<file path="src/design/hbtd_pkg.sv">
// ----------------------------------------------------------------------------
// HTTP body transfer decoder package
// Shared types and register indexes for the body transfer decoder.
// ----------------------------------------------------------------------------
`default_nettype none

package hbtd_pkg;

  typedef logic [7:0] byte_t;

  typedef logic [0:0] cfg_index_t;

  localparam int unsigned CfgDataW = 32;

  localparam cfg_index_t CfgCodingMode = 1'b0;
  localparam cfg_index_t CfgBodyLength = 1'b1;

  localparam logic [7:0] ChCr   = 8'h0D;
  localparam logic [7:0] ChLf   = 8'h0A;
  localparam logic [7:0] ChSemi = 8'h3B;

endpackage

`default_nettype wire

</file>
<file path="src/design/hbtd_if.sv">
// ----------------------------------------------------------------------------
// HTTP body transfer decoder channels
// Valid/ready channels for raw body bytes in and classified bytes out.
// ----------------------------------------------------------------------------
`default_nettype none

interface hbtd_in_if;
  logic            valid;
  logic            ready;
  hbtd_pkg::byte_t body_byte;

  modport source (output valid, output body_byte, input ready);
  modport sink   (input valid, input body_byte, output ready);
endinterface

interface hbtd_out_if;
  logic            valid;
  logic            ready;
  hbtd_pkg::byte_t payload_byte;
  logic            is_payload;
  logic            body_end;
  logic            framing_error;

  modport source (
    output valid, output payload_byte, output is_payload,
    output body_end, output framing_error, input ready
  );
  modport sink (
    input valid, input payload_byte, input is_payload,
    input body_end, input framing_error, output ready
  );
endinterface

`default_nettype wire

</file>
<file path="src/design/http_body_transfer_decoder.sv">
// ----------------------------------------------------------------------------
// HTTP body transfer decoder
// Classifies entity-body bytes as payload, flags body end and framing errors.
// ----------------------------------------------------------------------------
// Usage:
//   in_ch carries one raw body byte per transfer. out_ch returns one transfer
//   per input byte: the byte itself, is_payload, body_end and framing_error.
//   The configuration port writes coding_mode (index 0) or body_length
//   (index 1); any write restarts the decoder. Write only while idle.
//   Identity mode marks the first body_length bytes as payload. Chunked mode
//   runs a 14-phase parser over size line, extensions, data, CRLFs, last
//   chunk and trailers; an errored byte leaves the parser state as it was.
//   Output: registered, valid in the cycle after the input transfer.
//   Throughput: one byte per cycle unless out_ch stalls, set by the single
//   output register; the parser step (hex shift, counter add, compare) is
//   combinational. Reset: identity mode, body_length zero, parser at chunk
//   size, output empty.
//   Stall: while out_ch is stalled, the result holds and in_ch takes no new
//   byte; in_ch.ready follows out_ch.ready combinationally.
// ----------------------------------------------------------------------------
`default_nettype none

module http_body_transfer_decoder #(
  parameter int unsigned SIZE_BITS = 32
) (
  input  wire                                clk_i,
  input  wire                                rst_ni,
  hbtd_in_if.sink                            in_ch,
  hbtd_out_if.source                         out_ch,
  input  wire                                cfg_we_i,
  input  wire hbtd_pkg::cfg_index_t          cfg_index_i,
  input  wire [hbtd_pkg::CfgDataW-1:0]       cfg_data_i
);

  localparam int unsigned CntW = (SIZE_BITS > 32) ? SIZE_BITS : 32;

  localparam logic [3:0] PhSize        = 4'd0;
  localparam logic [3:0] PhSizeCr      = 4'd1;
  localparam logic [3:0] PhData        = 4'd2;
  localparam logic [3:0] PhDataEnd     = 4'd3;
  localparam logic [3:0] PhDataEndCr   = 4'd4;
  localparam logic [3:0] PhExt         = 4'd5;
  localparam logic [3:0] PhExtCr       = 4'd6;
  localparam logic [3:0] PhLastExt     = 4'd7;
  localparam logic [3:0] PhLastExtCr   = 4'd8;
  localparam logic [3:0] PhAfter       = 4'd9;
  localparam logic [3:0] PhAfterCr     = 4'd10;
  localparam logic [3:0] PhTrailer     = 4'd11;
  localparam logic [3:0] PhTrailerCr   = 4'd12;
  localparam logic [3:0] PhEnd         = 4'd13;

  logic                   mode_q;
  logic [31:0]            len_q;
  logic [3:0]             phase_q, phase_d;
  logic [SIZE_BITS-1:0]   size_q, size_d;
  logic [CntW-1:0]        cnt_q, cnt_d;

  logic                   out_valid_q;
  hbtd_pkg::byte_t        out_byte_q;
  logic                   out_pay_q, out_end_q, out_err_q;

  logic                   in_fire;
  hbtd_pkg::byte_t        c;
  logic                   hex_ok;
  logic [3:0]             hex_val;
  logic                   size_zero;
  logic [SIZE_BITS-1:0]   cnt_inc;
  logic                   pay, body_end, err;

  assign in_ch.ready = !out_valid_q || out_ch.ready;
  assign in_fire     = in_ch.valid && in_ch.ready;
  assign c           = in_ch.body_byte;
  assign size_zero   = (size_q == '0);
  assign cnt_inc     = cnt_q[SIZE_BITS-1:0] + SIZE_BITS'(1);

  always_comb begin
    hex_ok  = 1'b1;
    hex_val = 4'd0;
    case (c) inside
      [8'h30:8'h39]: hex_val = c[3:0];
      [8'h61:8'h66],
      [8'h41:8'h46]: hex_val = c[3:0] + 4'd9;
      default:       hex_ok  = 1'b0;
    endcase
  end

  always_comb begin
    phase_d  = phase_q;
    size_d   = size_q;
    cnt_d    = cnt_q;
    pay      = 1'b0;
    body_end = 1'b0;
    err      = 1'b0;
    if (!mode_q) begin
      if (cnt_q < CntW'(len_q)) begin
        cnt_d = cnt_q + CntW'(1);
        pay   = 1'b1;
      end
      body_end = (cnt_d >= CntW'(len_q));
    end else begin
      case (phase_q)
        PhSize: begin
          if (hex_ok) begin
            if (size_q[SIZE_BITS-1 -: 4] != 4'd0) begin
              err = 1'b1;
            end else begin
              size_d = {size_q[SIZE_BITS-5:0], hex_val};
            end
          end else if (c == hbtd_pkg::ChSemi) begin
            phase_d = size_zero ? PhLastExt : PhExt;
          end else if (c == hbtd_pkg::ChCr) begin
            phase_d = PhSizeCr;
          end else begin
            err = 1'b1;
          end
        end
        PhSizeCr: begin
          if (c != hbtd_pkg::ChLf) begin
            err = 1'b1;
          end else if (size_zero) begin
            phase_d = PhAfter;
          end else begin
            phase_d = PhData;
            cnt_d   = '0;
          end
        end
        PhData: begin
          cnt_d = CntW'(cnt_inc);
          if (cnt_inc == size_q) begin
            phase_d = PhDataEnd;
          end
          pay = 1'b1;
        end
        PhDataEnd: begin
          if (c != hbtd_pkg::ChCr) begin
            err = 1'b1;
          end else begin
            phase_d = PhDataEndCr;
          end
        end
        PhDataEndCr: begin
          if (c != hbtd_pkg::ChLf) begin
            err = 1'b1;
          end else begin
            phase_d = PhSize;
            size_d  = '0;
          end
        end
        PhExt: begin
          if (c == hbtd_pkg::ChCr) begin
            phase_d = PhExtCr;
          end
        end
        PhExtCr: begin
          if (c == hbtd_pkg::ChLf) begin
            phase_d = PhData;
            cnt_d   = '0;
          end
        end
        PhLastExt: begin
          if (c == hbtd_pkg::ChCr) begin
            phase_d = PhLastExtCr;
          end
        end
        PhLastExtCr, PhTrailerCr: begin
          if (c != hbtd_pkg::ChLf) begin
            err = 1'b1;
          end else begin
            phase_d = PhAfter;
            cnt_d   = '0;
          end
        end
        PhAfter: begin
          phase_d = (c == hbtd_pkg::ChCr) ? PhAfterCr : PhTrailer;
        end
        PhAfterCr: begin
          if (c != hbtd_pkg::ChLf) begin
            err = 1'b1;
          end else begin
            phase_d  = PhEnd;
            body_end = 1'b1;
          end
        end
        PhTrailer: begin
          if (c == hbtd_pkg::ChCr) begin
            phase_d = PhTrailerCr;
          end
        end
        PhEnd: begin
          body_end = 1'b1;
        end
        default: begin
          err = 1'b1;
        end
      endcase
      if (err) begin
        phase_d = phase_q;
        size_d  = size_q;
        cnt_d   = cnt_q;
      end
    end
  end

  always_ff @(posedge clk_i or negedge rst_ni) begin
    if (!rst_ni) begin
      mode_q  <= 1'b0;
      len_q   <= '0;
      phase_q <= PhSize;
      size_q  <= '0;
      cnt_q   <= '0;
    end else if (cfg_we_i) begin
      case (cfg_index_i)
        hbtd_pkg::CfgCodingMode: mode_q <= cfg_data_i[0];
        hbtd_pkg::CfgBodyLength: len_q  <= cfg_data_i;
        default: ;
      endcase
      phase_q <= PhSize;
      size_q  <= '0;
      cnt_q   <= '0;
    end else if (in_fire) begin
      phase_q <= phase_d;
      size_q  <= size_d;
      cnt_q   <= cnt_d;
    end
  end

  always_ff @(posedge clk_i or negedge rst_ni) begin
    if (!rst_ni) begin
      out_valid_q <= 1'b0;
    end else if (in_fire) begin
      out_valid_q <= 1'b1;
    end else if (out_ch.ready) begin
      out_valid_q <= 1'b0;
    end
  end

  always_ff @(posedge clk_i) begin
    if (in_fire) begin
      out_byte_q <= c;
      out_pay_q  <= pay;
      out_end_q  <= body_end;
      out_err_q  <= err;
    end
  end

  assign out_ch.valid         = out_valid_q;
  assign out_ch.payload_byte  = out_byte_q;
  assign out_ch.is_payload    = out_pay_q;
  assign out_ch.body_end      = out_end_q;
  assign out_ch.framing_error = out_err_q;

endmodule

`default_nettype wire

</file>
<file path="src/flat_wrapper.sv">
// flat-port wrapper written by rule: the top's interface ports become plain ports
module http_body_transfer_decoder_flat 
#(
  parameter int unsigned SIZE_BITS = 32
)
  (clk_i, rst_ni, cfg_we_i, cfg_index_i, cfg_data_i, in_ch_valid, in_ch_body_byte, in_ch_ready, out_ch_valid, out_ch_payload_byte, out_ch_is_payload, out_ch_body_end, out_ch_framing_error, out_ch_ready);
  hbtd_in_if in_ch_i ();
  hbtd_out_if out_ch_i ();
  input  wire clk_i;
  input  wire rst_ni;
  input  wire cfg_we_i;
  input  wire hbtd_pkg::cfg_index_t cfg_index_i;
  input  wire [hbtd_pkg::CfgDataW-1:0] cfg_data_i;
  input wire logic [$bits(in_ch_i.valid)-1:0] in_ch_valid;
  input wire logic [$bits(in_ch_i.body_byte)-1:0] in_ch_body_byte;
  output wire logic [$bits(in_ch_i.ready)-1:0] in_ch_ready;
  output wire logic [$bits(out_ch_i.valid)-1:0] out_ch_valid;
  output wire logic [$bits(out_ch_i.payload_byte)-1:0] out_ch_payload_byte;
  output wire logic [$bits(out_ch_i.is_payload)-1:0] out_ch_is_payload;
  output wire logic [$bits(out_ch_i.body_end)-1:0] out_ch_body_end;
  output wire logic [$bits(out_ch_i.framing_error)-1:0] out_ch_framing_error;
  input wire logic [$bits(out_ch_i.ready)-1:0] out_ch_ready;
  assign in_ch_i.valid = in_ch_valid;
  assign in_ch_i.body_byte = in_ch_body_byte;
  assign in_ch_ready = in_ch_i.ready;
  assign out_ch_valid = out_ch_i.valid;
  assign out_ch_payload_byte = out_ch_i.payload_byte;
  assign out_ch_is_payload = out_ch_i.is_payload;
  assign out_ch_body_end = out_ch_i.body_end;
  assign out_ch_framing_error = out_ch_i.framing_error;
  assign out_ch_i.ready = out_ch_ready;
  http_body_transfer_decoder #(.SIZE_BITS(SIZE_BITS)) u_core (.clk_i(clk_i), .rst_ni(rst_ni), .in_ch(in_ch_i), .out_ch(out_ch_i), .cfg_we_i(cfg_we_i), .cfg_index_i(cfg_index_i), .cfg_data_i(cfg_data_i));
endmodule
</file>
<file path="config.mk">
export PLATFORM = sky130hd
export DESIGN_NAME = http_body_transfer_decoder_flat
export DESIGN_NICKNAME = d
export VERILOG_FILES = /design/src/design/hbtd_pkg.sv /design/src/design/hbtd_if.sv /design/src/design/http_body_transfer_decoder.sv /design/src/flat_wrapper.sv
export SDC_FILE = /design/constraint.sdc
export NUM_CORES = 1
export LEC_CHECK = 0
export ABC_AREA = 1
export BUFFER_PORTS_ARGS = -buffer_cell sky130_fd_sc_hd__buf_2
export CORE_AREA = 5 5 165 120
export CTS_BUF_LIST = sky130_fd_sc_hd__clkbuf_2 sky130_fd_sc_hd__clkbuf_4 sky130_fd_sc_hd__clkbuf_8
export DETAILED_ROUTE_END_ITERATION = 7
export DIE_AREA = 0 0 170 125
export MAX_ROUTING_LAYER = met4
export PLACE_DENSITY = 0.67
export SYNTH_ARGS = -nofsm -noshare
export SYNTH_HDL_FRONTEND = slang
export SYNTH_SLANG_ARGS = --single-unit
</file>
<file path="constraint.sdc">
create_clock -name clk_i -period 4.2 [get_ports clk_i]
set_input_delay 0.63 -clock clk_i [delete_from_list [all_inputs] [get_ports clk_i]]
set_output_delay 0.63 -clock clk_i [all_outputs]
set_load 0.01 [all_outputs]
</file>
== Word-level counts from Yosys, hierarchy flattened ==
Cells that the tools add are included.

* Register bits after elaboration: 113
* Input bits: 46
* Output and inout port bits: 13
* Logic and storage cells: 143

* Add/subtract/negate cells: 2
* Magnitude comparators: 8
* Equality and inequality tests: 40
* Mux-type cells: 59
* Bitwise gates (word level): 1
* Reduce and logical (&&, ||, !) cells: 23

{| class="wikitable"
|+ Operators by type and width
! kind !! number
|-
| 2-to-1 mux 32 bit || 16
|-
| case mux 32 bit (4 select lines) || 1
|-
| 2-to-1 mux 4 bit || 20
|-
| case mux 32 bit (2 select lines) || 1
|-
| case mux 4 bit (12 select lines) || 1
|-
| adder 32 x 1 -> 32 bit, second input constant || 1
|-
| equality test 32 bit || 1
|-
| greater-or-equal comparator 32 bit || 1
|-
| zero test 32 bit || 1
|-
| < comparator 32 bit || 1
|-
| equality test 4 bit, second input constant || 6
|-
| != test 3 bit, second input constant || 8
|-
| != test 3 x 2 -> 1 bit, second input constant || 6
|-
| 2-to-1 mux 1 bit || 17
|-
| equality test 4 x 3 -> 1 bit, second input constant || 4
|-
| equality test 8 x 4 -> 1 bit, second input constant || 2
|-
| greater-or-equal comparator 8 x 7 -> 1 bit, second input constant || 2
|-
| <= comparator 8 x 7 -> 1 bit, second input constant || 2
|-
| != test 4 bit, second input constant || 4
|-
| != test 8 x 4 -> 1 bit, second input constant || 2
|-
| AND reduction 16 bit || 1
|-
| AND reduction 7 bit || 2
|-
| nonzero test 13 bit || 1
|-
| equality test 4 x 2 -> 1 bit, second input constant || 2
|-
| 23 further kinds || 30
|}

== Longest topological paths before layout ==
Gate-level depths: netlist of the first run.

* Depth after elaboration: 12
* Depth in mapped cells: 24
* Gate-level depth less buffers: 22

== Least setup slack after synthesis of the first run ==
OpenSTA, ideal clock, no wires.

* Path kind: register to register
* From: register u_core.cnt_q[19]
* To: register u_core.out_end_q, in the netlist u_core.out_ch.body_end (data pin)
* Setup time: 0.265 ns
* Data arrival time: 2.870 ns
* Required time: 3.935 ns
* Setup slack: 1.065 ns
* Stages on the path, launching flop included: 21
* Buffers on the path: 1
* Period minus slack after synthesis: 3.135 ns
* Cell sequence: dfrtp_1 ha_1 a21oi_1 o21a_1 o221ai_1 a21oi_1 nand2_1 buf_2 nand2_1 nand2_1 ha_1 a21oi_1 nor2_1 a211oi_1 a21oi_1 nor2_1 o21ai_0 nand2_1 nand2_1 nand2_1 a21oi_1

* Word-level cells in the longest chain between the ends: 5
* Elaborated cells on any way between the ends: 6
* Those cells by class: add/sub (1); order compare (2); mux (3)

{| class="wikitable"
|+ RTL lines
! element !! RTL line !! source
|-
| start: declaration || http_body_transfer_decoder.sv:56 || <nowiki>logic [CntW-1:0] cnt_q, cnt_d;</nowiki>
|-
| start signal: assignment || http_body_transfer_decoder.sv:223 || <nowiki>cnt_q <= cnt_d;</nowiki>
|-
| adder 32 x 1 -> 32 bit / < comparator 32 bit (equally long branches) || http_body_transfer_decoder.sv:96, http_body_transfer_decoder.sv:95 ||
|-
| 2-to-1 mux 32 bit (*) || http_body_transfer_decoder.sv:95 || <nowiki>if (cnt_q < CntW'(len_q)) begin</nowiki>
|-
| 2-to-1 mux 32 bit (*) || http_body_transfer_decoder.sv:94 || <nowiki>if (!mode_q) begin</nowiki>
|-
| greater-or-equal comparator 32 bit (*) || http_body_transfer_decoder.sv:99 || <nowiki>body_end = (cnt_d >= CntW'(len_q));</nowiki>
|-
| 2-to-1 mux 1 bit (*) || http_body_transfer_decoder.sv:94 ||
|-
| named net u_core.body_end || http_body_transfer_decoder.sv:68 || <nowiki>logic pay, body_end, err;</nowiki>
|-
| end signal: assignment || http_body_transfer_decoder.sv:241 || <nowiki>out_end_q <= body_end;</nowiki>
|-
| end: declaration || http_body_transfer_decoder.sv:60 || <nowiki>logic out_pay_q, out_end_q, out_err_q;</nowiki>
|}

Mark *: on every way through the listed nets, which the timed path passes. The rest lies on a longest branch. The select of a mux whose other input is x is not followed.
A chain may end at the register's enable or synchronous reset.

== Final worst setup path of the first run ==
* From: register u_core.cnt_q[0]
* To: register u_core.out_end_q, in the netlist u_core.out_ch.body_end (data pin)

Same word-level chain as after synthesis.

==> summary.md, run 1 <==
| Metric | Value |
|---|---|
| Outcome | `finished clean` |
| Count of final hold-check violations | `0` |
| Placed Instance Area | `9360 um^2` |
| Seq cells post-synth | `113` |
| Clock sink total | `113` |
| Area share of the largest cell type after synthesis | `0.289` |
| Via count of the first global-routing pass | `7881` |
| Reported max-cap violation count | `0` |
| Count of pins on the block boundary | `59` |
| Wire length of the first global-routing pass | `43.3 mm` |
| Slew Viols, Final | `0` |
| Largest stage delay, worst path | `0.60 ns` |
| Number of design-rule violations left by the first detailed-router iteration | `1084` |
| Layout net count | `1480` |
| Final-report setup violation count | `0` |
| Antenna violations before repair | `0` |
| Internal reg-to-reg setup slack | `0.45 ns` |
| First-pass iteration count of the detailed router | `7` |
| Dominant register cell in the synthesized netlist | `dfrtp_1` |
| Max Clk Rate | `0.267 GHz` |
| Antenna viol nets, final | `0` |
| Layout filler cell count | `1838` |
| Worst-case clock skew | `0.0160 ns` |
| Sequential standard cell area | `2880 um^2` |
| Tightest Pin Transition | `0.824 ns` |
| Hold-fix buffer count after cts | `0` |
| Top cells by instance count after synthesis | `411 x nand2_1, 141 x nand3_1, 137 x inv_1` |
| GP Congestion | `0.977` |
| Clock tree from TritonCTS | `yes` |
| Post-Layout Cell Count | `1621` |
| Clk buf depth | `2` |
| Cells taking the most area after synthesis | `dfrtp_1 29%, nand2_1 17%, ha_1 9.6%, nand3_1 8.0%, inv_1 5.8%` |
| Hold Slack | `0.193 ns` |
| Number of rows created at floorplan | `42` |
| Most instantiated library cell after synthesis | `nand2_1` |
| Detailed placer's ending HPWL | `20.8 mm` |
| Worst slack, placed | `0.405 ns` |
| Vias/cell | `5.46` |
| Starting Density | `0.484` |
| X dimension of the die | `170 um` |
| Antenna cells | `0` |
| Number of buffers added by the clock tree synthesis step | `17` |
| Cell type contributing the most total cell area after synthesis | `dfrtp_1` |
| Multi-input logic area | `5240 um^2` |
| Fraction of the yosys area taken by sequential cells | `0.326` |
| Count of different cell masters after synthesis | `39` |
| Chain of cells forming the critical path | `inv_2 -> nand2_1 -> a21oi_1 -> o21ai_1 -> nand4_1 -> a21boi_0 -> o21ai_2 -> nand2_2 -> buf_4 -> nand2_1 -> nand2_1 -> ha_1 -> a21oi_1 -> nor2_1 -> a211oi_1 -> o221a_2 -> nand2_1 -> nand2_1 -> a21oi_1` |
| Library cell used as clock root buffer | `clkbuf_8` |
| CP Class | `reg2reg` |
| Worst r2r dst | `u_core.out_ch.body_end` |
| Number of port buffers | `58` |
| Power per cell area | `374 nW/um^2` |
| Start of the worst register-to-register path | `u_core.cnt_q[0]` |
| Nature of the critical path endpoint | `register` |
| Ratio of cells with drive above 1 in the final layout | `0.103` |
| Worst slew margin relative to its limit | `0.450` |
| Critical Path Source Type | `register` |
| Mapped Nets | `1431` |
| First element of the critical path | `u_core.cnt_q[0]` |
| Total Wirelength | `26.9 mm` |
| Placed cell count | `1589` |
| Worst r2r path cells | `19` |
| Kind of cell adding the most delay to the critical path | `compound AO/OA/AOI/OAI gates` |
| Post-route setup TNS | `0 ns` |
| Worst setup path endpoint | `u_core.out_ch.body_end` |
| Synthesized instance count | `1317` |
| Peak fanout along the critical path | `13` |
| Drt drc | `0` |
| Routed wire per std cell | `16.6 um` |
| Core Region | `18200 um^2` |
| Path category of the worst min-delay check | `in2async` |
| GR Util All Layers | `0.264` |
| Share of synthesized registers carrying an async set or reset | `0.903` |
| Logic depth of the worst path, buffers included | `19` |
| Minimum setup slack in the final design | `0.451 ns` |
| Die height | `125 um` |
| Number of enable-type register cells in the synthesized netlist | `11` |
| Leakage power of the design | `0.00515 uW` |
| Slowest CP cell | `dfrtp_1` |
| Fin crit period | `3.75 ns` |
| H-Tree Depth | `4` |
| Fin crit share | `0.893` |
| Largest voltage drop on the vdd net | `221 uV` |
| Finished Cell Area | `9810 um^2` |
| Most common cell type on the critical path | `nand2_1` |
| Arrival time at the worst endpoint | `3.93 ns` |
| Maximum number of pins on one net before global-route repair | `61` |
| Unrepaired setup endpoints after global routing | `false` |
| Warning count from the yosys run | `0` |
| Clock Pin Slew Worst Setup and Hold Paths | `0.08 ns` |
| Die area | `21300 um^2` |
| Via total after detailed routing | `8845` |
| Required @ worst endpoint | `4.38 ns` |
| Insertion delay to the later sink of the worst-skew pair | `0.46 ns` |
| Post-synthesis area per instance | `6.71 um^2` |
| Layout-stage area growth over the synthesis result | `11.0%` |
| Total standard cell area after synthesis | `8830 um^2` |
| Count of buffer and inverter cells on the critical path | `2` |
| GRT overflow | `0` |
[cell type report]
class                           instances  share of cell area
Multi-Input combinational cell       1020               0.534
Inverter                              141              0.0540
Sequential cell                       113               0.294
Tap cell                              242              0.0309
Timing Repair Buffer                   73              0.0413
Clock inverter                         14              0.0204
Clock buffer                           18              0.0253
[stage by stage]
step                 util  total power (uW)
floorplan               -              2140
detailed placement  0.513              2460
global placement    0.513              2460
global route        0.538              3910
CTS                 0.538              3650
finish              0.538              3660
[placed cells by master, fill, tap and decap left out, types with 9 or more instances in the layout]
cell type,n
nand2_1,409
nand3_1,141
inv_1,137
nor2_1,128
dfrtp_1,102
a21oi_1,86
ha_1,68
buf_2,57
o21ai_0,47
nand4_1,25
nand3b_1,18
clkbuf_8,18
buf_4,16
o21ai_1,15
nand2_2,12
edfxtp_1,11
nor3_1,9
nor2_2,9
[power breakdown]
part | internal [uW] | leakage [uW] | switching [uW]
Sequential | 1210 | 0.00142 | 119
Combinational | 359 | 0.00350 | 781
Clock | 670 | 0.000225 | 529
Total | 2240 | 0.00515 | 1430
[logic make-up (layout without fill, tap and decap cells)]
family,Yosys count,in the layout,synth area share
flip-flops,113,113,0.326
buffers and inverters,184,246,0.0822
XOR/XNOR,13,13,0.0129
adder cells (fa/ha/maj),68,68,0.0963
multiplexers,1,1,0.00128
AO/OA/AOI/OAI,180,180,0.111
AND/OR/NAND/NOR,758,758,0.370
[timing repair]
action                     4_1_cts  5_1_grt
setup endpoints to repair        0        1
resized for setup                0        1
setup buffers                    0        0
[worst min path at each step]
stage | from | end | slack, ns | cells past startpoint
global route | rst_ni | u_core.size_q[6] | 0.24 | 1
CTS | rst_ni | u_core.size_q[6] | 0.20 | 1
floorplan | rst_ni | u_core.cnt_q[0] | 0.33 | 0
finish | rst_ni | u_core.size_q[6] | 0.19 | 1
global placement | u_core.out_ch.valid | u_core.out_ch.valid | 0.51 | 2
detailed placement | u_core.out_ch.valid | u_core.out_ch.valid | 0.50 | 2
[layer usage]
metal  track usage  wire length [um]  up-vias
met2         0.330              9980      398
met4        0.0333               167        0
met5             -                 0        -
met3        0.0653              3120       23
met1         0.432             13700     3998
li1              -                 -     4426
[registers in the layout, summed over array words and instances, names as in the netlist]
signal                       flops
u_core.out_ch.is_payload         1
u_core.mode_q                    1
u_core.cnt_q                    32
u_core.len_q                    32
u_core.out_ch.body_end           1
u_core.out_ch.valid              1
u_core.size_q                   32
u_core.phase_q                   4
u_core.out_ch.framing_error      1
u_core.out_ch.payload_byte       8
[worst reg2reg max path, cell delays in order, from the launching register on]
cell      delay, ns
dfrtp_1        0.60
inv_2          0.18
nand2_1        0.09
a21oi_1        0.06
o21ai_1        0.19
nand4_1        0.12
a21boi_0       0.40
o21ai_2        0.11
nand2_2        0.25
buf_4          0.25
nand2_1        0.08
nand2_1        0.07
ha_1           0.24
a21oi_1        0.15
nor2_1         0.05
a211oi_1       0.23
o221a_2        0.24
nand2_1        0.05
nand2_1        0.05
a21oi_1        0.05
(Power assumes the default switching activity.)
==> inputs of run 2 (changes only) <==
--- a/config.mk
+++ b/config.mk
@@ -13,6 +13,7 @@
 export DIE_AREA = 0 0 170 125
 export MAX_ROUTING_LAYER = met4
 export PLACE_DENSITY = 0.67
+export RECOVER_POWER = 100
 export SYNTH_ARGS = -nofsm -noshare
 export SYNTH_HDL_FRONTEND = slang
 export SYNTH_SLANG_ARGS = --single-unit
==> run 2 against run 1 <==
The flow now finishes with violations (capacitance limit, slew limit). Register-to-register slack got worse by 0.03 ns. Critical path depth did not move. First-iteration DRC count fell by 2.1%. Fmax fell by 0.73%. Combinational power barely moved. Setup slack got worse by 0.028 ns. Hold slack improved by 0.21 ns. Die area did not move. Sequential power barely moved. Sequential cell count did not move. Critical path type unchanged. Critical endpoint unchanged. Largest cell class unchanged. Largest power group unchanged.
==> summary.md, run 2 (synthesis results as in run 1) <==
| Metric | Value |
|---|---|
| Worst r2r dst | `u_core.out_ch.body_end (unchanged)` |
| Hold-fix buffer count after cts | `0 (unchanged)` |
| Nature of the critical path endpoint | `register (unchanged)` |
| Clock sink total | `113 (unchanged)` |
| Drt drc | `0 (unchanged)` |
| Reported max-cap violation count | `2 (was 0)` |
| Worst slack, placed | `0.405 ns (unchanged)` |
| Wire length of the first global-routing pass | `43.3 mm (unchanged)` |
| Outcome | `finished with violations (was finished clean)` |
| GRT overflow | `0 (unchanged)` |
| Leakage power of the design | `0.00507 uW (was 0.00515 uW)` |
| Path category of the worst min-delay check | `in2reg (was in2async)` |
| Post-cts sizing count | `0 (unchanged)` |
| Fin crit period | `3.78 ns (was 3.75 ns)` |
| Sw frac | `0.389 (was 0.390)` |
| Fin crit share | `0.899 (was 0.893)` |
| Start of the worst register-to-register path | `u_core.cnt_q[0] (unchanged)` |
| X dimension of the die | `170 um (unchanged)` |
| Number of rows created at floorplan | `42 (unchanged)` |
| Via total after detailed routing | `8842 (was 8845)` |
| Maximum number of pins on one net before global-route repair | `61 (unchanged)` |
| Via count of the first global-routing pass | `7881 (unchanged)` |
| Detailed placer's ending HPWL | `20.8 mm (unchanged)` |
| GR Util All Layers | `0.264 (unchanged)` |
| Count of final hold-check violations | `0 (unchanged)` |
| Multi-input logic area | `5230 um^2 (was 5240 um^2)` |
| Core Region | `18200 um^2 (unchanged)` |
| Ratio of cells with drive above 1 in the final layout | `0.0798 (was 0.103)` |
| Cell depth of the worst min-delay path | `3` |
| Number of port buffers | `58 (unchanged)` |
| Arrival time at the worst endpoint | `3.95 ns (was 3.93 ns)` |
| Peak fanout along the critical path | `13 (unchanged)` |
| H-Tree Depth | `4 (unchanged)` |
| Layout-stage area growth over the synthesis result | `10.4% (was 11.0%)` |
| Unrepaired setup endpoints after global routing | `false (unchanged)` |
| Violated checks | `capacitance limit, slew limit` |
| Antenna viol nets, final | `0 (unchanged)` |
| Critical Path Source Type | `register (unchanged)` |
| Leading cell types in the layout, fill and taps excluded | `412 x nand2_1, 142 x nand3_1, 139 x inv_1 (was 409 x nand2_1, 141 x nand3_1, 137 x inv_1)` |
| Switching power of the nets | `1420 uW (was 1430 uW)` |
| Combinational group share of total power | `0.309 (was 0.311)` |
| Minimum setup slack in the final design | `0.423 ns (was 0.451 ns)` |
| Power consumption | `3650 uW (was 3660 uW)` |
| Die area | `21300 um^2 (unchanged)` |
| Reg power frac | `0.364 (was 0.362)` |
| Vias/cell | `5.45 (was 5.46)` |
| Max Clk Rate | `0.265 GHz (was 0.267 GHz)` |
| Library cell used as clock root buffer | `clkbuf_8 (unchanged)` |
| Number of design-rule violations left by the first detailed-router iteration | `1061 (was 1084)` |
| Clock tree from TritonCTS | `yes (unchanged)` |
| Total Wirelength | `26.9 mm (about the same)` |
| Antenna cells | `0 (unchanged)` |
| Hold Slack | `0.399 ns (was 0.193 ns)` |
| Tightest Pin Transition | `2.70 ns (was 0.824 ns)` |
| Clk buf depth | `2 (unchanged)` |
| Largest voltage drop on the vdd net | `220 uV (was 221 uV)` |
| Sequential standard cell area | `2880 um^2 (unchanged)` |
| Slew Viols, Final | `95 (was 0)` |
| Required @ worst endpoint | `4.38 ns (about the same)` |
| CP Class | `reg2reg (unchanged)` |
| Worst setup path endpoint | `u_core.out_ch.body_end (unchanged)` |
| GP Congestion | `0.977 (unchanged)` |
| Clock Pin Slew Worst Setup and Hold Paths | `0.08 ns (about the same)` |
| Count of pins on the block boundary | `59 (unchanged)` |
| Starting Density | `0.484 (unchanged)` |
| Largest registers in the final layout | `u_core.cnt_q (32), u_core.len_q (32), u_core.size_q (32) (unchanged)` |
| First element of the critical path | `u_core.cnt_q[0] (unchanged)` |
| Setup Fix Bufs, Post-CTS | `0 (unchanged)` |
| Leading cell type in the layout, fill and taps excluded | `nand2_1 (unchanged)` |
| Worst-case clock skew | `0.0152 ns (was 0.0160 ns)` |
| Layout filler cell count | `1849 (was 1838)` |
| Layout net count | `1480 (unchanged)` |
| Clock share of power | `0.327 (about the same)` |
| Post-route setup TNS | `0 ns (unchanged)` |
| Worst slew margin relative to its limit | `-0.803 (was 0.450)` |
| Power per cell area | `375 nW/um^2 (was 374 nW/um^2)` |
| Routed wire per std cell | `16.6 um (about the same)` |
| Insertion delay to the later sink of the worst-skew pair | `0.46 ns (about the same)` |
| Die height | `125 um (unchanged)` |
| Final-report setup violation count | `0 (unchanged)` |
| Number of buffers added by the clock tree synthesis step | `17 (unchanged)` |
| Worst r2r path cells | `19 (unchanged)` |
| Antenna violations before repair | `0 (unchanged)` |
| Internal reg-to-reg setup slack | `0.42 ns (was 0.45 ns)` |
| Cell-internal power | `2230 uW (was 2240 uW)` |
| First-pass iteration count of the detailed router | `6 (was 7)` |
-- run 2: layer usage --
layer  track usage  wire (um)  up-vias
met5             -          0        -
met4        0.0333        153        0
met3        0.0653       2900       20
met2         0.330       9990      391
met1         0.432      13900     4004
li1              -          -     4427
-- run 2: power groups by stage --
| stage | Clock [uW] | Combinational (uW) | Sequential (uW) |
|---|---|---|---|
| after floorplan | 0 | 834 | 1300 |
| after global placement | 0 | 1120 | 1340 |
| after detailed placement | 0 | 1120 | 1340 |
| after CTS | 1210 | 1120 | 1320 |
| after global routing | 1260 | 1290 | 1340 |
| final | 1190 | 1130 | 1330 |
-- run 2: worst max-delay path, cell delays in order, from the launching register on --
cell,delay (ns)
dfrtp_1,0.61
inv_2,0.18
nand2_1,0.09
a21oi_1,0.06
o21ai_1,0.19
nand4_1,0.12
a21boi_0,0.41
o21ai_2,0.11
nand2_2,0.25
buf_4,0.25
nand2_1,0.08
nand2_1,0.07
ha_1,0.24
a21oi_1,0.15
nor2_1,0.05
a211oi_1,0.23
o221a_2,0.24
nand2_1,0.05
nand2_1,0.05
a21oi_1,0.05
-- run 2: worst min path at each step --
stage	start	to
CTS	rst_ni	u_core.size_q[6]
global placement	u_core.out_ch.valid	u_core.out_ch.valid
global route	in_ch_body_byte[7]	u_core.out_ch.payload_byte[7]
finish	cfg_data_i[0]	u_core.mode_q
detailed placement	u_core.out_ch.valid	u_core.out_ch.valid
floorplan	rst_ni	u_core.cnt_q[0]
-- run 2: metrics by stage --
stage / utilization / cell area (um^2) / cells
3_5_place_dp: 0.513 / 9360 / 1589
3_3_place_gp: 0.513 / 9360 / 1589
5_1_grt: 0.534 / 9750 / 1621
2_1_floorplan: - / 8830 / 1317
6_report: 0.534 / 9750 / 1621
4_1_cts: 0.538 / 9800 / 1621
-- run 2: layout make-up --
class / count / share of cell area
tap: 242 / 0.0311
clock buffer: 18 / 0.0254
multi-input combinational: 1020 / 0.536
clock inverter: 14 / 0.0205
timing repair buffer: 73 / 0.0367
inverter: 141 / 0.0543
sequential: 113 / 0.296
==> inputs of run 3 (changes only) <==
--- a/config.mk
+++ b/config.mk
@@ -9,10 +9,11 @@
 export BUFFER_PORTS_ARGS = -buffer_cell sky130_fd_sc_hd__buf_2
 export CORE_AREA = 5 5 165 120
 export CTS_BUF_LIST = sky130_fd_sc_hd__clkbuf_2 sky130_fd_sc_hd__clkbuf_4 sky130_fd_sc_hd__clkbuf_8
+export CTS_CLUSTER_DIAMETER = 50
 export DETAILED_ROUTE_END_ITERATION = 7
 export DIE_AREA = 0 0 170 125
 export MAX_ROUTING_LAYER = met4
-export PLACE_DENSITY = 0.67
+export PLACE_DENSITY = 0.7
 export RECOVER_POWER = 100
 export SYNTH_ARGS = -nofsm -noshare
 export SYNTH_HDL_FRONTEND = slang
==> run 3 against run 2 <==
The run still ends with capacitance limit, slew limit left. Sequential cell count stayed put. Design area is 0.19% lower. Die area stayed put. Global-route usage is 0.53 points lower. Non-clock buffer count is 1 lower. Critical path depth stayed put. Register-to-register slack worse by 0.097 ns. Hold slack better by 0.010 ns. Fmax is 2.5% lower. Sequential share of layout area is 0.057 points higher. Routed wire length is 1.8% lower. Largest power group unchanged.
==> summary.md, run 3 (synthesis results as in run 1) <==
| Metric | Value |
|---|---|
| Outcome | `finished with violations (unchanged)` |
| Violated checks | `capacitance limit, slew limit (unchanged)` |
| Number of design-rule violations left by the first detailed-router iteration | `1023 (was 1061)` |
| Routed wire per std cell | `16.3 um (was 16.6 um)` |
| Nature of the critical path endpoint | `register (unchanged)` |
| Wire length of the first global-routing pass | `42.4 mm (was 43.3 mm)` |
| Total Wirelength | `26.5 mm (was 26.9 mm)` |
| Insertion delay to the later sink of the worst-skew pair | `0.46 ns (about the same)` |
| Antenna cells | `0 (unchanged)` |
| Required @ worst endpoint | `4.39 ns (was 4.38 ns)` |
| Sw frac | `0.387 (was 0.389)` |
| Critical Path Source Type | `register (unchanged)` |
| Count of final hold-check violations | `0 (unchanged)` |
| GRT overflow | `0 (unchanged)` |
| Number of port buffers | `58 (unchanged)` |
| Clock share of power | `0.319 (was 0.327)` |
| Placed cell count | `1588 (was 1589)` |
| Sum of met2 wire segment lengths after detailed routing | `9.81 mm (was 9.99 mm)` |
| Post-cts sizing count | `0 (unchanged)` |
| Antenna violations before repair | `0 (unchanged)` |
| Peak fanout along the critical path | `13 (unchanged)` |
| Post-route setup TNS | `0 ns (unchanged)` |
| Leading cell types in the layout, fill and taps excluded | `413 x nand2_1, 142 x nand3_1, 139 x inv_1 (was 412 x nand2_1, 142 x nand3_1, 139 x inv_1)` |
| Path category of the worst min-delay check | `in2reg (unchanged)` |
| Layout-stage area growth over the synthesis result | `10.1% (was 10.4%)` |
| Internal reg-to-reg setup slack | `0.33 ns (was 0.42 ns)` |
| Routed met3 length | `3.20 mm (was 2.90 mm)` |
| Kind of cell adding the most delay to the critical path | `compound AO/OA/AOI/OAI gates (unchanged)` |
| Final-report setup violation count | `0 (unchanged)` |
| Die area | `21300 um^2 (unchanged)` |
| Layout net count | `1479 (was 1480)` |
| Largest registers in the final layout | `u_core.cnt_q (32), u_core.len_q (32), u_core.size_q (32) (unchanged)` |
| Drt drc | `0 (unchanged)` |
| Vias/cell | `5.47 (was 5.45)` |
| Library cell used as clock root buffer | `clkbuf_8 (unchanged)` |
| Maximum number of pins on one net before global-route repair | `64 (was 61)` |
| Metal-1 WL | `13.0 mm (was 13.9 mm)` |
| Hold-fix buffer count after cts | `0 (unchanged)` |
| Switching power of the nets | `1390 uW (was 1420 uW)` |
| Core Region | `18200 um^2 (unchanged)` |
| Ratio of cells with drive above 1 in the final layout | `0.0784 (was 0.0798)` |
| X dimension of the die | `170 um (unchanged)` |
| Max Clk Rate | `0.258 GHz (was 0.265 GHz)` |
| Reg power frac | `0.370 (was 0.364)` |
| Number of buffers added by the clock tree synthesis step | `17 (unchanged)` |
| CP Class | `reg2reg (unchanged)` |
| H-Tree Depth | `4 (unchanged)` |
| Slew Viols, Final | `180 (was 95)` |
| Fin crit share | `0.922 (was 0.899)` |
| Clock sink total | `113 (unchanged)` |
| Arrival time at the worst endpoint | `4.06 ns (was 3.95 ns)` |
| Uppermost layer routed | `met4 (unchanged)` |
| Clock tree from TritonCTS | `yes (unchanged)` |
| Worst-case clock skew | `0.0201 ns (was 0.0152 ns)` |
| Leading cell type in the layout, fill and taps excluded | `nand2_1 (unchanged)` |
| Antenna viol nets, final | `0 (unchanged)` |
| Tightest Pin Transition | `2.21 ns (was 2.70 ns)` |
| Reported max-cap violation count | `4 (was 2)` |
| Hold Slack | `0.410 ns (was 0.399 ns)` |
| Chain of cells forming the critical path | `inv_2 -> nand2_1 -> a21oi_1 -> o21ai_1 -> nand4_1 -> a21boi_0 -> o21ai_2 -> nand2_1 -> buf_4 -> nand2_1 -> nand2_1 -> ha_1 -> a21oi_1 -> nor2_1 -> a211oi_1 -> o221a_2 -> nand2_1 -> nand2_1 -> a21oi_1 (was inv_2 -> nand2_1 -> a21oi_1 -> o21ai_1 -> nand4_1 -> a21boi_0 -> o21ai_2 -> nand2_2 -> buf_4 -> nand2_1 -> nand2_1 -> ha_1 -> a21oi_1 -> nor2_1 -> a211oi_1 -> o221a_2 -> nand2_1 -> nand2_1 -> a21oi_1)` |
| First-pass iteration count of the detailed router | `5 (was 6)` |
| Worst slack, placed | `0.386 ns (was 0.405 ns)` |
| GR Util All Layers | `0.259 (was 0.264)` |
| Combinational group share of total power | `0.311 (was 0.309)` |
| Leakage power of the design | `0.00506 uW (was 0.00507 uW)` |
| Largest stage delay, worst path | `0.63 ns (was 0.61 ns)` |
| Count of buffer and inverter cells on the critical path | `2 (unchanged)` |
| Unrepaired setup endpoints after global routing | `false (unchanged)` |
| Via count of the first global-routing pass | `7971 (was 7881)` |
| Starting Density | `0.484 (unchanged)` |
| GP Congestion | `0.965 (was 0.977)` |
| Most common cell type on the critical path | `nand2_1 (unchanged)` |
| Clock Pin Slew Worst Setup and Hold Paths | `0.08 ns (about the same)` |
| Largest voltage drop on the vdd net | `245 uV (was 220 uV)` |
| Power per cell area | `370 nW/um^2 (was 375 nW/um^2)` |
| Clk buf depth | `2 (unchanged)` |
| Minimum setup slack in the final design | `0.326 ns (was 0.423 ns)` |
| Post-Layout Cell Count | `1620 (was 1621)` |
| Detailed placer's ending HPWL | `20.3 mm (was 20.8 mm)` |
| Cell-internal power | `2210 uW (was 2230 uW)` |
| Count of pins on the block boundary | `59 (unchanged)` |
| Die height | `125 um (unchanged)` |
| Via total after detailed routing | `8863 (was 8842)` |
| Worst slew margin relative to its limit | `-0.474 (was -0.803)` |
| Fin crit period | `3.87 ns (was 3.78 ns)` |
| Number of rows created at floorplan | `42 (unchanged)` |
| Slowest CP cell | `dfrtp_1 (unchanged)` |
| Setup Fix Bufs, Post-CTS | `0 (unchanged)` |
## run 3: per-stage QoR
step	instance area, um^2	utilization	power [uW]
finish	9730	0.533	3600
global route	9730	0.533	3820
CTS	9780	0.537	3600
detailed placement	9350	0.513	2450
global placement	9350	0.513	2440
floorplan	8830	-	2140
## run 3: area by class of cell
| class | instances | area (um^2) |
|---|---|---|
| inverter | 141 | 529 |
| clock buffer | 21 | 283 |
| tap | 242 | 303 |
| timing repair buffer | 72 | 353 |
| sequential | 113 | 2880 |
| multi-input combinational | 1020 | 5220 |
| clock inverter | 11 | 154 |
| fill | 1818 | 8510 |
## run 3: final timing paths
| check | endpoint | from | cells past startpoint |
|---|---|---|---|
| max | u_core.out_ch.body_end | u_core.cnt_q[0] | 19 |
| min | u_core.mode_q | cfg_data_i[0] | 3 |
| max in group asynchronous | u_core.cnt_q[3] | rst_ni | 2 |
| min in group asynchronous | u_core.size_q[6] | rst_ni | 1 |
| min reg2reg | u_core.out_ch.valid | u_core.out_ch.valid | 2 |
| max reg2reg | u_core.out_ch.body_end | u_core.cnt_q[0] | 19 |
## run 3: metal layers
layer | GRT usage | up-vias
li1 | - | 4429
met1 | 0.403 | 3977
met2 | 0.325 | 422
met3 | 0.0726 | 35
met4 | 0.0620 | 0
met5 | - | -
## run 3: power by group through the flow
stage	clock network (uW)	registers, uW	logic, uW
after floorplan	0	1300	834
after global placement	0	1340	1100
after detailed placement	0	1340	1100
after CTS	1170	1320	1110
after global routing	1220	1340	1260
final	1150	1330	1120
## run 3: tightest hold or removal path: cells and delay by family
kind	cells	cell delay, ns
buf+inv	1	0.10
compound gates	1	0.06
simple gates	1	0.05
